File: config.mk
export PLATFORM = sky130hd
export DESIGN_NAME = ip_address_text_classifier
export DESIGN_NICKNAME = d
export VERILOG_FILES = /design/src/rtl/aitc_pkg.sv /design/src/rtl/aitc_front.sv /design/src/rtl/aitc_fifo.sv /design/src/rtl/aitc_back.sv /design/src/rtl/ip_address_text_classifier.sv
export SDC_FILE = /design/constraint.sdc
export NUM_CORES = 1
export LEC_CHECK = 0
export ABC_AREA = 1
export BUFFER_PORTS_ARGS = -buffer_cell sky130_fd_sc_hd__buf_2
export CORE_ASPECT_RATIO = 0.6
export CORE_MARGIN = 4
export CORE_UTILIZATION = 50
export DETAILED_ROUTE_END_ITERATION = 7
export PLACE_DENSITY = 0.7
export SYNTH_ARGS = -nofsm -noshare
export SYNTH_HDL_FRONTEND = slang
export SYNTH_SLANG_ARGS = --single-unit
File: constraint.sdc
create_clock -name i_clk -period 2.7 [get_ports i_clk]
set_input_delay 0.27 -clock i_clk [delete_from_list [all_inputs] [get_ports i_clk]]
set_output_delay 0.27 -clock i_clk [all_outputs]
set_load 0.05 [all_outputs]
File: src/rtl/aitc_pkg.sv
package aitc_pkg;

    localparam logic [7:0] CHAR_ZERO  = 8'h30;
    localparam logic [7:0] CHAR_NINE  = 8'h39;
    localparam logic [7:0] CHAR_LO_A  = 8'h61;
    localparam logic [7:0] CHAR_LO_F  = 8'h66;
    localparam logic [7:0] CHAR_UP_A  = 8'h41;
    localparam logic [7:0] CHAR_UP_F  = 8'h46;
    localparam logic [7:0] CHAR_DOT   = 8'h2e;
    localparam logic [7:0] CHAR_COLON = 8'h3a;

    localparam logic [8:0] DEC_MAX    = 9'd255;
    localparam logic [8:0] DEC_SAT    = 9'd256;
    localparam logic [2:0] V4_DOTS    = 3'd3;
    localparam logic [3:0] V6_COLONS  = 4'd7;
    localparam logic [2:0] V4_MAX_LEN = 3'd3;
    localparam logic [2:0] V6_MAX_LEN = 3'd4;
    localparam logic [2:0] LEN_SAT    = 3'd7;
    localparam logic [2:0] DOT_SAT    = 3'd7;
    localparam logic [3:0] COLON_SAT  = 4'd15;

    localparam logic [1:0] KIND_NONE  = 2'd0;
    localparam logic [1:0] KIND_IPV4  = 2'd1;
    localparam logic [1:0] KIND_IPV6  = 2'd2;

    // decoded character as it travels from front to back
    typedef struct packed {
        logic       is_dot;
        logic       is_colon;
        logic       is_dec;
        logic       is_hex;
        logic       is_zero;
        logic [3:0] digit;
        logic       last;
    } t_char_class;

endpackage

File: src/rtl/aitc_front.sv
module aitc_front (
    input  logic [7:0]            i_char,
    input  logic                  i_last,
    output aitc_pkg::t_char_class o_class
);

    logic       w_dec;
    logic [7:0] w_off;

    assign w_dec = (i_char >= aitc_pkg::CHAR_ZERO) && (i_char <= aitc_pkg::CHAR_NINE);
    assign w_off = i_char - aitc_pkg::CHAR_ZERO;

    always_comb begin
        o_class.is_dot   = (i_char == aitc_pkg::CHAR_DOT);
        o_class.is_colon = (i_char == aitc_pkg::CHAR_COLON);
        o_class.is_dec   = w_dec;
        o_class.is_hex   = w_dec
                         || ((i_char >= aitc_pkg::CHAR_LO_A) && (i_char <= aitc_pkg::CHAR_LO_F))
                         || ((i_char >= aitc_pkg::CHAR_UP_A) && (i_char <= aitc_pkg::CHAR_UP_F));
        o_class.is_zero  = (i_char == aitc_pkg::CHAR_ZERO);
        o_class.digit    = w_off[3:0];
        o_class.last     = i_last;
    end

endmodule

File: src/rtl/aitc_fifo.sv
module aitc_fifo #(
    parameter int DEPTH = 4
) (
    input  logic                  i_clk,
    input  logic                  i_rst_n,
    input  logic                  i_push,
    input  aitc_pkg::t_char_class i_data,
    output logic                  o_full,
    input  logic                  i_pop,
    output logic                  o_valid,
    output aitc_pkg::t_char_class o_data
);

    localparam int PW = (DEPTH > 1) ? $clog2(DEPTH) : 1;
    localparam int CW = $clog2(DEPTH + 1);

    aitc_pkg::t_char_class r_mem [DEPTH];
    logic [PW-1:0] r_wr_ptr, n_wr_ptr;
    logic [PW-1:0] r_rd_ptr, n_rd_ptr;
    logic [CW-1:0] r_count, n_count;
    logic          w_push, w_pop;

    assign o_full  = (r_count == CW'(DEPTH));
    assign o_valid = (r_count != '0);
    assign o_data  = r_mem[r_rd_ptr];
    assign w_push  = i_push && !o_full;
    assign w_pop   = i_pop && o_valid;

    always_comb begin
        n_wr_ptr = r_wr_ptr;
        n_rd_ptr = r_rd_ptr;
        n_count  = r_count;
        if (w_push) begin
            n_wr_ptr = (r_wr_ptr == PW'(DEPTH - 1)) ? '0 : r_wr_ptr + PW'(1);
        end
        if (w_pop) begin
            n_rd_ptr = (r_rd_ptr == PW'(DEPTH - 1)) ? '0 : r_rd_ptr + PW'(1);
        end
        if (w_push && !w_pop) begin
            n_count = r_count + CW'(1);
        end else if (w_pop && !w_push) begin
            n_count = r_count - CW'(1);
        end
    end

    always_ff @(posedge i_clk) begin
        if (!i_rst_n) begin
            r_wr_ptr <= '0;
            r_rd_ptr <= '0;
            r_count  <= '0;
        end else begin
            r_wr_ptr <= n_wr_ptr;
            r_rd_ptr <= n_rd_ptr;
            r_count  <= n_count;
        end
    end

    always_ff @(posedge i_clk) begin
        if (w_push) begin
            r_mem[r_wr_ptr] <= i_data;
        end
    end

    a_count_bound: assert property (@(posedge i_clk) disable iff (!i_rst_n)
        r_count <= CW'(DEPTH))
        else $error("queue count beyond depth");

    a_push_only: assert property (@(posedge i_clk) disable iff (!i_rst_n)
        (w_push && !w_pop) |=> (r_count == $past(r_count) + CW'(1)))
        else $error("queue count did not grow on push");

endmodule

File: src/rtl/aitc_back.sv
module aitc_back (
    input  logic                  i_clk,
    input  logic                  i_rst_n,
    input  logic                  i_valid,
    input  aitc_pkg::t_char_class i_class,
    output logic                  o_pop,
    output logic                  o_valid,
    output logic [1:0]            o_kind,
    input  logic                  i_ready
);

    logic [2:0] r_dot_count,   n_dot_count;
    logic [3:0] r_colon_count, n_colon_count;
    logic [2:0] r_len,         n_len;
    logic [8:0] r_dec,         n_dec;
    logic       r_lz,          n_lz;
    logic       r_fail4,       n_fail4;
    logic       r_fail6,       n_fail6;
    logic       r_out_valid,   n_out_valid;
    logic [1:0] r_out_kind,    n_out_kind;

    logic        w_bad4, w_bad6, w_fin4, w_fin6;
    logic [11:0] w_prod;
    logic [1:0]  w_kind;

    assign o_pop   = i_valid && (!i_class.last || !r_out_valid || i_ready);
    assign o_valid = r_out_valid;
    assign o_kind  = r_out_kind;

    // group checks on the group as it stood before this character
    assign w_bad4 = (r_len == '0) || (r_len > aitc_pkg::V4_MAX_LEN)
                 || (r_dec > aitc_pkg::DEC_MAX) || (r_lz && (r_len > 3'd1));
    assign w_bad6 = (r_len == '0) || (r_len > aitc_pkg::V6_MAX_LEN);
    assign w_prod = {3'b000, r_dec} * 12'd10 + {8'h00, i_class.digit};

    always_comb begin
        n_dot_count   = r_dot_count;
        n_colon_count = r_colon_count;
        n_len         = r_len;
        n_dec         = r_dec;
        n_lz          = r_lz;
        n_fail4       = r_fail4;
        n_fail6       = r_fail6;
        if (i_class.is_dot || i_class.is_colon) begin
            n_fail4 = r_fail4 | w_bad4;
            n_fail6 = r_fail6 | w_bad6;
            if (i_class.is_dot && (r_dot_count != aitc_pkg::DOT_SAT)) begin
                n_dot_count = r_dot_count + 3'd1;
            end
            if (i_class.is_colon && (r_colon_count != aitc_pkg::COLON_SAT)) begin
                n_colon_count = r_colon_count + 4'd1;
            end
            n_len = '0;
            n_dec = '0;
            n_lz  = 1'b0;
        end else begin
            if ((r_len == '0) && i_class.is_zero) begin
                n_lz = 1'b1;
            end
            if (!i_class.is_dec) begin
                n_fail4 = 1'b1;
            end else begin
                n_dec = (w_prod > {3'b000, aitc_pkg::DEC_SAT}) ? aitc_pkg::DEC_SAT
                                                              : w_prod[8:0];
            end
            if (!i_class.is_hex) begin
                n_fail6 = 1'b1;
            end
            if (r_len != aitc_pkg::LEN_SAT) begin
                n_len = r_len + 3'd1;
            end
        end
    end

    // closing check of the final group on the updated values
    always_comb begin
        w_fin4 = n_fail4 || (n_len == '0) || (n_len > aitc_pkg::V4_MAX_LEN)
              || (n_dec > aitc_pkg::DEC_MAX) || (n_lz && (n_len > 3'd1));
        w_fin6 = n_fail6 || (n_len == '0) || (n_len > aitc_pkg::V6_MAX_LEN);
        priority if (!w_fin4 && (n_dot_count == aitc_pkg::V4_DOTS) && (n_colon_count == '0)) begin
            w_kind = aitc_pkg::KIND_IPV4;
        end else if (!w_fin6 && (n_colon_count == aitc_pkg::V6_COLONS)
                     && (n_dot_count == '0)) begin
            w_kind = aitc_pkg::KIND_IPV6;
        end else begin
            w_kind = aitc_pkg::KIND_NONE;
        end
    end

    always_comb begin
        n_out_valid = r_out_valid && !i_ready;
        n_out_kind  = r_out_kind;
        if (o_pop && i_class.last) begin
            n_out_valid = 1'b1;
            n_out_kind  = w_kind;
        end
    end

    always_ff @(posedge i_clk) begin
        if (!i_rst_n) begin
            r_dot_count   <= '0;
            r_colon_count <= '0;
            r_len         <= '0;
            r_dec         <= '0;
            r_lz          <= 1'b0;
            r_fail4       <= 1'b0;
            r_fail6       <= 1'b0;
            r_out_valid   <= 1'b0;
        end else begin
            r_out_valid <= n_out_valid;
            if (o_pop) begin
                if (i_class.last) begin
                    r_dot_count   <= '0;
                    r_colon_count <= '0;
                    r_len         <= '0;
                    r_dec         <= '0;
                    r_lz          <= 1'b0;
                    r_fail4       <= 1'b0;
                    r_fail6       <= 1'b0;
                end else begin
                    r_dot_count   <= n_dot_count;
                    r_colon_count <= n_colon_count;
                    r_len         <= n_len;
                    r_dec         <= n_dec;
                    r_lz          <= n_lz;
                    r_fail4       <= n_fail4;
                    r_fail6       <= n_fail6;
                end
            end
        end
    end

    always_ff @(posedge i_clk) begin
        r_out_kind <= n_out_kind;
    end

    a_clear_after_last: assert property (@(posedge i_clk) disable iff (!i_rst_n)
        (o_pop && i_class.last) |=> (r_dot_count == '0 && r_colon_count == '0
                                     && r_len == '0 && !r_fail4 && !r_fail6))
        else $error("string state not cleared after final beat");

    a_kind_legal: assert property (@(posedge i_clk) disable iff (!i_rst_n)
        r_out_valid |-> (r_out_kind != 2'b11))
        else $error("illegal address kind");

    a_no_overwrite: assert property (@(posedge i_clk) disable iff (!i_rst_n)
        (r_out_valid && !i_ready) |-> !(o_pop && i_class.last))
        else $error("pending result overwritten");

endmodule

File: src/rtl/ip_address_text_classifier.sv
// Classifies an address string streamed one character per beat on s_axis (tlast on
// the final character) as dotted IPv4, colon IPv6 or neither; one result beat per
// string on m_axis. The block sustains one character per cycle unless a final character waits
// on a pending result: the group update in the back end is combinational, and it takes one queued
// character each cycle. A short queue of FIFO_DEPTH decoded characters sits between the
// character decoder and that back end, and the result sits in an output register, so
// a stalled m_axis does not stop input until the queue fills. The result for a string
// is registered once the back end pops its final character and the output is free.
module ip_address_text_classifier #(
    parameter int FIFO_DEPTH = 4
) (
    input  logic       i_clk,
    input  logic       i_rst_n,
    input  logic       s_axis_tvalid,
    output logic       s_axis_tready,
    input  logic [7:0] s_axis_tdata,   // [7:0] char_code
    input  logic       s_axis_tlast,
    output logic       m_axis_tvalid,
    input  logic       m_axis_tready,
    output logic [7:0] m_axis_tdata    // [1:0] address_kind, [7:2] zero
);

    aitc_pkg::t_char_class w_front_class;
    aitc_pkg::t_char_class w_queue_class;
    logic                  w_full, w_queue_valid, w_pop;
    logic [1:0]            w_kind;

    aitc_front u_front (
        .i_char  (s_axis_tdata),
        .i_last  (s_axis_tlast),
        .o_class (w_front_class)
    );

    aitc_fifo #(
        .DEPTH (FIFO_DEPTH)
    ) u_fifo (
        .i_clk   (i_clk),
        .i_rst_n (i_rst_n),
        .i_push  (s_axis_tvalid),
        .i_data  (w_front_class),
        .o_full  (w_full),
        .i_pop   (w_pop),
        .o_valid (w_queue_valid),
        .o_data  (w_queue_class)
    );

    aitc_back u_back (
        .i_clk   (i_clk),
        .i_rst_n (i_rst_n),
        .i_valid (w_queue_valid),
        .i_class (w_queue_class),
        .o_pop   (w_pop),
        .o_valid (m_axis_tvalid),
        .o_kind  (w_kind),
        .i_ready (m_axis_tready)
    );

    assign s_axis_tready = !w_full;
    assign m_axis_tdata  = {6'b000000, w_kind};

endmodule
==> metrics.md, run 1 <==
| Metric | Value |
|---|---|
| Final Cycle Share | 0.991 |
| Final setup viols | 0 |
| Leak pwr | 2.30 nW |
| Share of cells above drive strength 1 | 0.221 |
| Hold worst-path end | u_fifo.r_mem[1][0] |
| Largest net degree at the start of global routing | 24 |
| Commonest non-fill, non-tap cell in the layout | nand2_1 |
| Max Slew Vio Count | 0 |
| Top cell family by delay on the critical path | simple AND/OR/NAND/NOR gates |
| Crit path time final | 2680 ps |
| N_diodes | 0 |
| Number of global-route vias before repair | 3530 |
| Initial antenna violation count | 0 |
| Syn Inst Count | 541 |
| Via density per instance | 5.38 |
| Post-DP HPWL | 7510 um |
| TNS Setup | 0 ps |
| Final instance area | 5220 um^2 |
| Reg2reg setup slack | 20 ps |
| Maxcap violations | 0 |
| DR vias | 3788 |
| DP Area | 4760 um^2 |
| Yosys cell types | 44 |
| Clock Latency Late Sink | 340 ps |
| CTS Buffer Depth | 2 |
| # port buffers | 16 |
| Max Clock Freq | 374 MHz |
| # DRC | 0 |
| Root Driver | clkbuf_16 |
| Final Util | 0.608 |
| Boundary Pins | 23 |
| # H-tree levels | 3 |
| CTS tree | yes |
| Net Sw Power | 2.16 mW |
| Crit path DAT | 2930 ps |
| CP max stage cell | fa_1 |
| CTS clk-pin slew, worst paths | 60 ps |
| Seq/Total Area, Yosys | 0.428 |
| First-pass GRT wire length | 17000 um |
| Drt initial violations | 326 |
| Sw frac | 0.420 |
| Nature of the critical path endpoint | flop |
| Clock Sinks | 74 |
| R2R Path End | u_back.r_dec[2] |
| VDD IR max | 0.000588 V |
| Min-delay src | s_axis_tlast |
| CTS Buf Count | 9 |
| Startpoint Class | flop |
| Clk_skew | 7.57 ps |
| Area of the multi-input gates | 2340 um^2 |
| Yosys reg bits | 74 |
| Gr ovfl total | 0 |
| Crit-path max FO | 6 |
| Mapped cell area | 4450 um^2 |
| TritonRoute pass-1 iters | 5 |
| Slew HR | 0.512 |
| Bufs and invs on worst path | 1 |
| Synth warnings | 0 |
| Worst endpoint required time | 2960 ps |
| Tightest Hold Check Type | in2reg |
| Tot GR Track Use | 0.209 |
| Int Power | 2.98 mW |
| RSZ-0062 raised after global routing | true |
| Clock share of power | 0.225 |
| Initial Util | 0.518 |
| GPL Wtd Cong | 0.863 |
| Chip width | 130 um |
| Hold-fix buffers, CTS | 0 |
| Worst path max stage delay | 440 ps |
| Syn Area/Cell | 8.22 um^2 |
| Worst-path cell chain | inv_4 -> nor2_1 -> o22ai_1 -> ha_2 -> fa_1 -> or2_4 -> a21oi_2 -> nand3_1 -> nor2_1 -> nand3_1 -> nand2_1 -> nand2_2 -> nor2_4 -> nand3_1 -> nand2_1 -> nand2_1 -> a21oi_2 |
| Final wirelength | 10300 um |
| Crit Path Class | reg2reg |
| Status | complete, no violations |
| Final-stage net count | 633 |
| Combinational Power Share | 0.476 |
| Avg WL per Cell | 14.7 um |
| Pwr/cell area | 984 nW/um^2 |
| Routed Antenna Nets | 0 |
| Final Hold Vio Count | 0 |
| Die Footprint | 10500 um^2 |
| Area delta synth->final | 17.5% |
| Highest-count cells in the layout ignoring fill and taps | 130 x nand2_1, 51 x inv_1, 48 x nor2_1 |
| Hold Path Stages | 1 |
| Cell Rows | 26 |
| Sequential cell area | 1910 um^2 |
| Die extent in y | 81.0 um |
| Core Box Area | 8590 um^2 |
| Fillcell total | 737 |
| Reg2Reg Depth | 17 |
| Reg power frac | 0.299 |
| Slew @ Worst Pin | 725 ps |
## logic make-up (layout without fill, tap and decap cells)
group,count (synthesis),count (layout),share of synthesized area
other,1,6,0.000844
buffers and inverters,77,122,0.0785
adders and majority gates,33,33,0.0979
and+or+nand+nor,269,270,0.265
xor gates and xnor gates,5,5,0.0115
muxes,1,1,0.00225
DFF,74,74,0.428
AOI/OAI and AO/OA,81,81,0.116
## layer usage
layer | track usage | vias to the layer above | wire length [um]
met5 | 0 | - | 0
met4 | 0.0643 | 0 | 130
met3 | 0.0499 | 12 | 481
met2 | 0.310 | 87 | 4360
met1 | 0.302 | 1788 | 5340
li1 | - | 1901 | -
## synthesized netlist by cell type (all sizes together)
cell	instances	area share
a211oi	2	0.0034
a21o	2	0.0034
a21oi	40	0.052
a31o	1	0.0020
a31oi	1	0.0048
a32oi	1	0.0062
buf	14	0.025
clkbuf	3	0.0025
conb	1	0.00084
dfxtp	32	0.14
edfxtp	42	0.28
fa	3	0.014
ha	30	0.084
inv	60	0.051
mux2i	1	0.0023
nand2	142	0.12
nand3	48	0.055
nand3b	4	0.0068
nand4	6	0.0084
nor2	54	0.051
nor3	8	0.0090
nor4	2	0.0028
o2111a	1	0.0025
o211a	1	0.0023
o21ai	26	0.030
o22a	1	0.0023
o22ai	4	0.0056
o311ai	1	0.0020
or2	5	0.0070
xnor2	1	0.0020
xor2	4	0.0096
## metrics by stage
stage	worst slack (ps)	power, mW	hold WS (ps)	instances
floorplan	12.1	3.23	369	546
global placement	11.3	3.72	454	683
detailed placement	-94.7	3.78	460	683
CTS	1.80	4.97	157	700
global route	-164	5.52	159	704
finish	23.4	5.14	160	704
## worst max path at each step
| stage | from | end | depth (start not counted) |
|---|---|---|---|
| final | flop | u_back.r_dec[2] | 17 |
| after floorplan | flop | u_back.r_dec[2] | 18 |
| after global placement | flop | u_back.r_dec[3] | 16 |
| after detailed placement | flop | u_back.r_dec[2] | 17 |
| after global routing | flop | u_back.r_dec[3] | 17 |
| after CTS | flop | u_back.r_dec[2] | 17 |
## power by group through the flow
stage / sequential (mW) / clock, mW / combinational [mW]
5_1_grt: 1.56 / 1.22 / 2.74
4_1_cts: 1.52 / 1.18 / 2.28
3_3_place_gp: 1.53 / 0 / 2.18
2_1_floorplan: 1.59 / 0 / 1.64
3_5_place_dp: 1.54 / 0 / 2.24
6_report: 1.53 / 1.16 / 2.44
## area by class of cell
type | count | area share
inverter | 60 | 0.0441
clock inverter | 5 | 0.0108
clock buffer | 11 | 0.0446
timing repair buffer | 46 | 0.0592
sequential | 74 | 0.366
tap | 112 | 0.0268
multi-input combinational | 396 | 0.449
## registers in the layout (all words and copies together) (netlist names), named ones only
register / cells
u_back.r_lz: 1
u_back.r_colon_count: 4
u_back.o_kind: 2
u_back.r_len: 3
u_fifo.r_count: 3
u_back.r_fail6: 1
u_back.r_dec: 9
u_back.r_dot_count: 3
u_fifo.r_rd_ptr: 2
u_fifo.r_mem: 40
u_fifo.r_wr_ptr: 2
u_back.r_fail4: 1
u_back.o_valid: 1
## what timing repair did
item / CTS / global route
gates cloned: 1 / 0
pin swaps: 1 / 7
hold endpoints to repair: 0 / 0
resized for setup: 6 / 33
buffers inserted: 0 / 4
endpoints found under the setup margin: 10 / 11
Note: power is estimated with default switching activity, not from simulation.
==> inputs of run 2 (changes only) <==
--- a/config.mk
+++ b/config.mk
@@ -9,9 +9,9 @@
 export BUFFER_PORTS_ARGS = -buffer_cell sky130_fd_sc_hd__buf_2
 export CORE_ASPECT_RATIO = 0.6
 export CORE_MARGIN = 4
-export CORE_UTILIZATION = 50
+export CORE_UTILIZATION = 55
 export DETAILED_ROUTE_END_ITERATION = 7
-export PLACE_DENSITY = 0.7
+export PLACE_DENSITY = 0.76
 export SYNTH_ARGS = -nofsm -noshare
 export SYNTH_HDL_FRONTEND = slang
 export SYNTH_SLANG_ARGS = --single-unit
==> run 2 against run 1 <==
The run now ends with setup timing left; register-to-register slack worse by 60 ps; clock skew up 2.3 ps; fmax down 2.1%; first-iteration DRC count unchanged; clock power up 20%; core utilization up 6.6 points; critical path depth unchanged; via count up 3.6%; critical path type unchanged; critical endpoint unchanged; largest cell class unchanged; largest power group unchanged.
==> metrics.md, run 2 (synthesis results as in run 1) <==
| Metric | Value |
|---|---|
| Status | finished with violations |
| Failing checks | setup timing |
| TNS Setup | -85.1 ps |
| Crit path DAT | 2980 ps |
| Clock Latency Late Sink | 340 ps |
| # H-tree levels | 3 |
| GPL Wtd Cong | 0.864 |
| Top flop regs | u_fifo.r_mem x40, u_back.r_dec x9, u_back.r_colon_count x4 |
| DR vias | 3923 |
| Boundary Pins | 23 |
| Startpoint Class | flop |
| Final Cycle Share | 1.01 |
| Drt initial violations | 326 |
| Final setup viols | 4 |
| Die Footprint | 9630 um^2 |
| Maxcap violations | 0 |
| Worst endpoint required time | 2950 ps |
| Gr ovfl total | 0 |
| Crit Path Class | reg2reg |
| Slew HR | 0.382 |
| TritonRoute pass-1 iters | 6 |
| Final setup margin | -33.7 ps |
| Cell Rows | 25 |
| Max Clock Freq | 366 MHz |
| Root Driver | clkbuf_16 |
| Crit path time final | 2730 ps |
| Share of cells above drive strength 1 | 0.238 |
| # DRC | 0 |
| Final wirelength | 11100 um |
| CTS tree | yes |
| Via density per instance | 5.64 |
| Commonest non-fill, non-tap cell in the layout | nand2_1 |
| Routed Antenna Nets | 0 |
| Clk_skew | 9.89 ps |
| N_diodes | 0 |
| Highest-count cells in the layout ignoring fill and taps | 128 x nand2_1, 48 x inv_1, 43 x nor2_1 |
| CTS clk-pin slew, worst paths | 60 ps |
| Largest net degree at the start of global routing | 24 |
| Avg WL per Cell | 15.9 um |
| Max FFs per register | 40 |
| VDD IR max | 0.000973 V |
| Crit-path max FO | 6 |
| Final-stage net count | 629 |
| Tightest Hold Check Type | in2reg |
| Hold-fix buffers, CTS | 0 |
| Initial antenna violation count | 0 |
| Core Box Area | 7880 um^2 |
| Number of global-route vias before repair | 3865 |
| Initial Util | 0.564 |
| Post-DP HPWL | 7680 um |
| RSZ-0062 raised after global routing | true |
| Max Slew Vio Count | 0 |
| CTS Buffer Depth | 2 |
| Chip width | 124 um |
| Pwr/cell area | 1020 nW/um^2 |
| Leak pwr | 2.28 nW |
| Final Hold Vio Count | 0 |
| Clock Sinks | 74 |
| First-pass GRT wire length | 18500 um |
| Slew @ Worst Pin | 926 ps |
| Area delta synth->final | 19.5% |
| Post-Place Setup Slack | -94.5 ps |
| # port buffers | 16 |
| Die extent in y | 77.6 um |
| Largest Register | u_fifo.r_mem |
| CTS Buf Count | 9 |
| Tot GR Track Use | 0.243 |
| Nature of the critical path endpoint | flop |
| Fillcell total | 613 |
==> run 2: cell types whose count changed in the layout (fill, tap and decap cells not counted), sizes merged <==
cell      change
inv           +2
clkbuf        -2
buf           -5
clkinvlp      +2
bufinv        +2
clkinv        -3
==> run 2: per-stage QoR <==
| stage | instances | instance area (um^2) | hold slack (ps) | utilization | power, mW |
|---|---|---|---|---|---|
| floorplan | 546 | 4480 | 369 | - | 3.23 |
| global placement | 675 | 4730 | 452 | 0.600 | 3.69 |
| detailed placement | 675 | 4730 | 473 | 0.600 | 3.77 |
| CTS | 695 | 5190 | 152 | 0.658 | 5.28 |
| global route | 696 | 5310 | 155 | 0.674 | 5.79 |
| finish | 696 | 5310 | 161 | 0.674 | 5.44 |
==> run 2: critical path: stages, from the launching register on <==
cell and delay [ps]:
dfxtp_4 370, buf_6 120, nor2_2 90, o22ai_1 80, ha_2 200, fa_1 460
or2_4 250, a21oi_2 110, nand3_1 90, nor2_1 90, nand3_1 70, nand2_1 80
nand2_2 90, nor2_4 210, nand3_2 100, nand2_1 70, nand2_1 60, a21oi_2 130
==> run 2: repair_timing <==
item | 4_1_cts | 5_1_grt
gates resized for setup | 29 | 33
cloned | 2 | 0
endpoints found under the setup margin | 10 | 11
pin swaps | 9 | 15
setup buffers | 2 | 1
==> run 2: where the power goes <==
group          leakage, nW  internal (mW)  switching [mW]
sequential           0.674           1.40           0.145
combinational         1.45          0.889            1.61
clock                0.163          0.909           0.484
==> run 2: final timing paths <==
kind / to / slack (ps) / from / depth (start not counted)
setup / recovery: u_back.r_dec[2] / -30 / flop / 17
hold / removal: u_fifo.r_mem[1][0] / 160 / s_axis_tlast / 1
setup reg to reg: u_back.r_dec[2] / -30 / flop / 17
hold reg to reg: u_back.r_fail4 / 490 / u_back.r_fail4 / 2
==> run 2: layout make-up <==
type,count,area (um^2),area share
inverter,60,233,0.0438
timing repair inverter,1,7.51,0.00141
multi-input combinational,396,2400,0.452
timing repair buffer,41,279,0.0525
tap,108,135,0.0254
sequential,74,1910,0.360
clock buffer,9,225,0.0424
clock inverter,7,123,0.0231
==> run 2: metal layers <==
layer | routed length [um] | part of all wire | track usage | vias to the layer above
met5 | 0 | 0 | 0 | -
met2 | 5030 | 0.46 | 0.373 | 154
met3 | 816 | 0.074 | 0.0765 | 22
li1 | - | - | - | 1884
met1 | 5020 | 0.45 | 0.339 | 1863
met4 | 179 | 0.016 | 0.0481 | 0
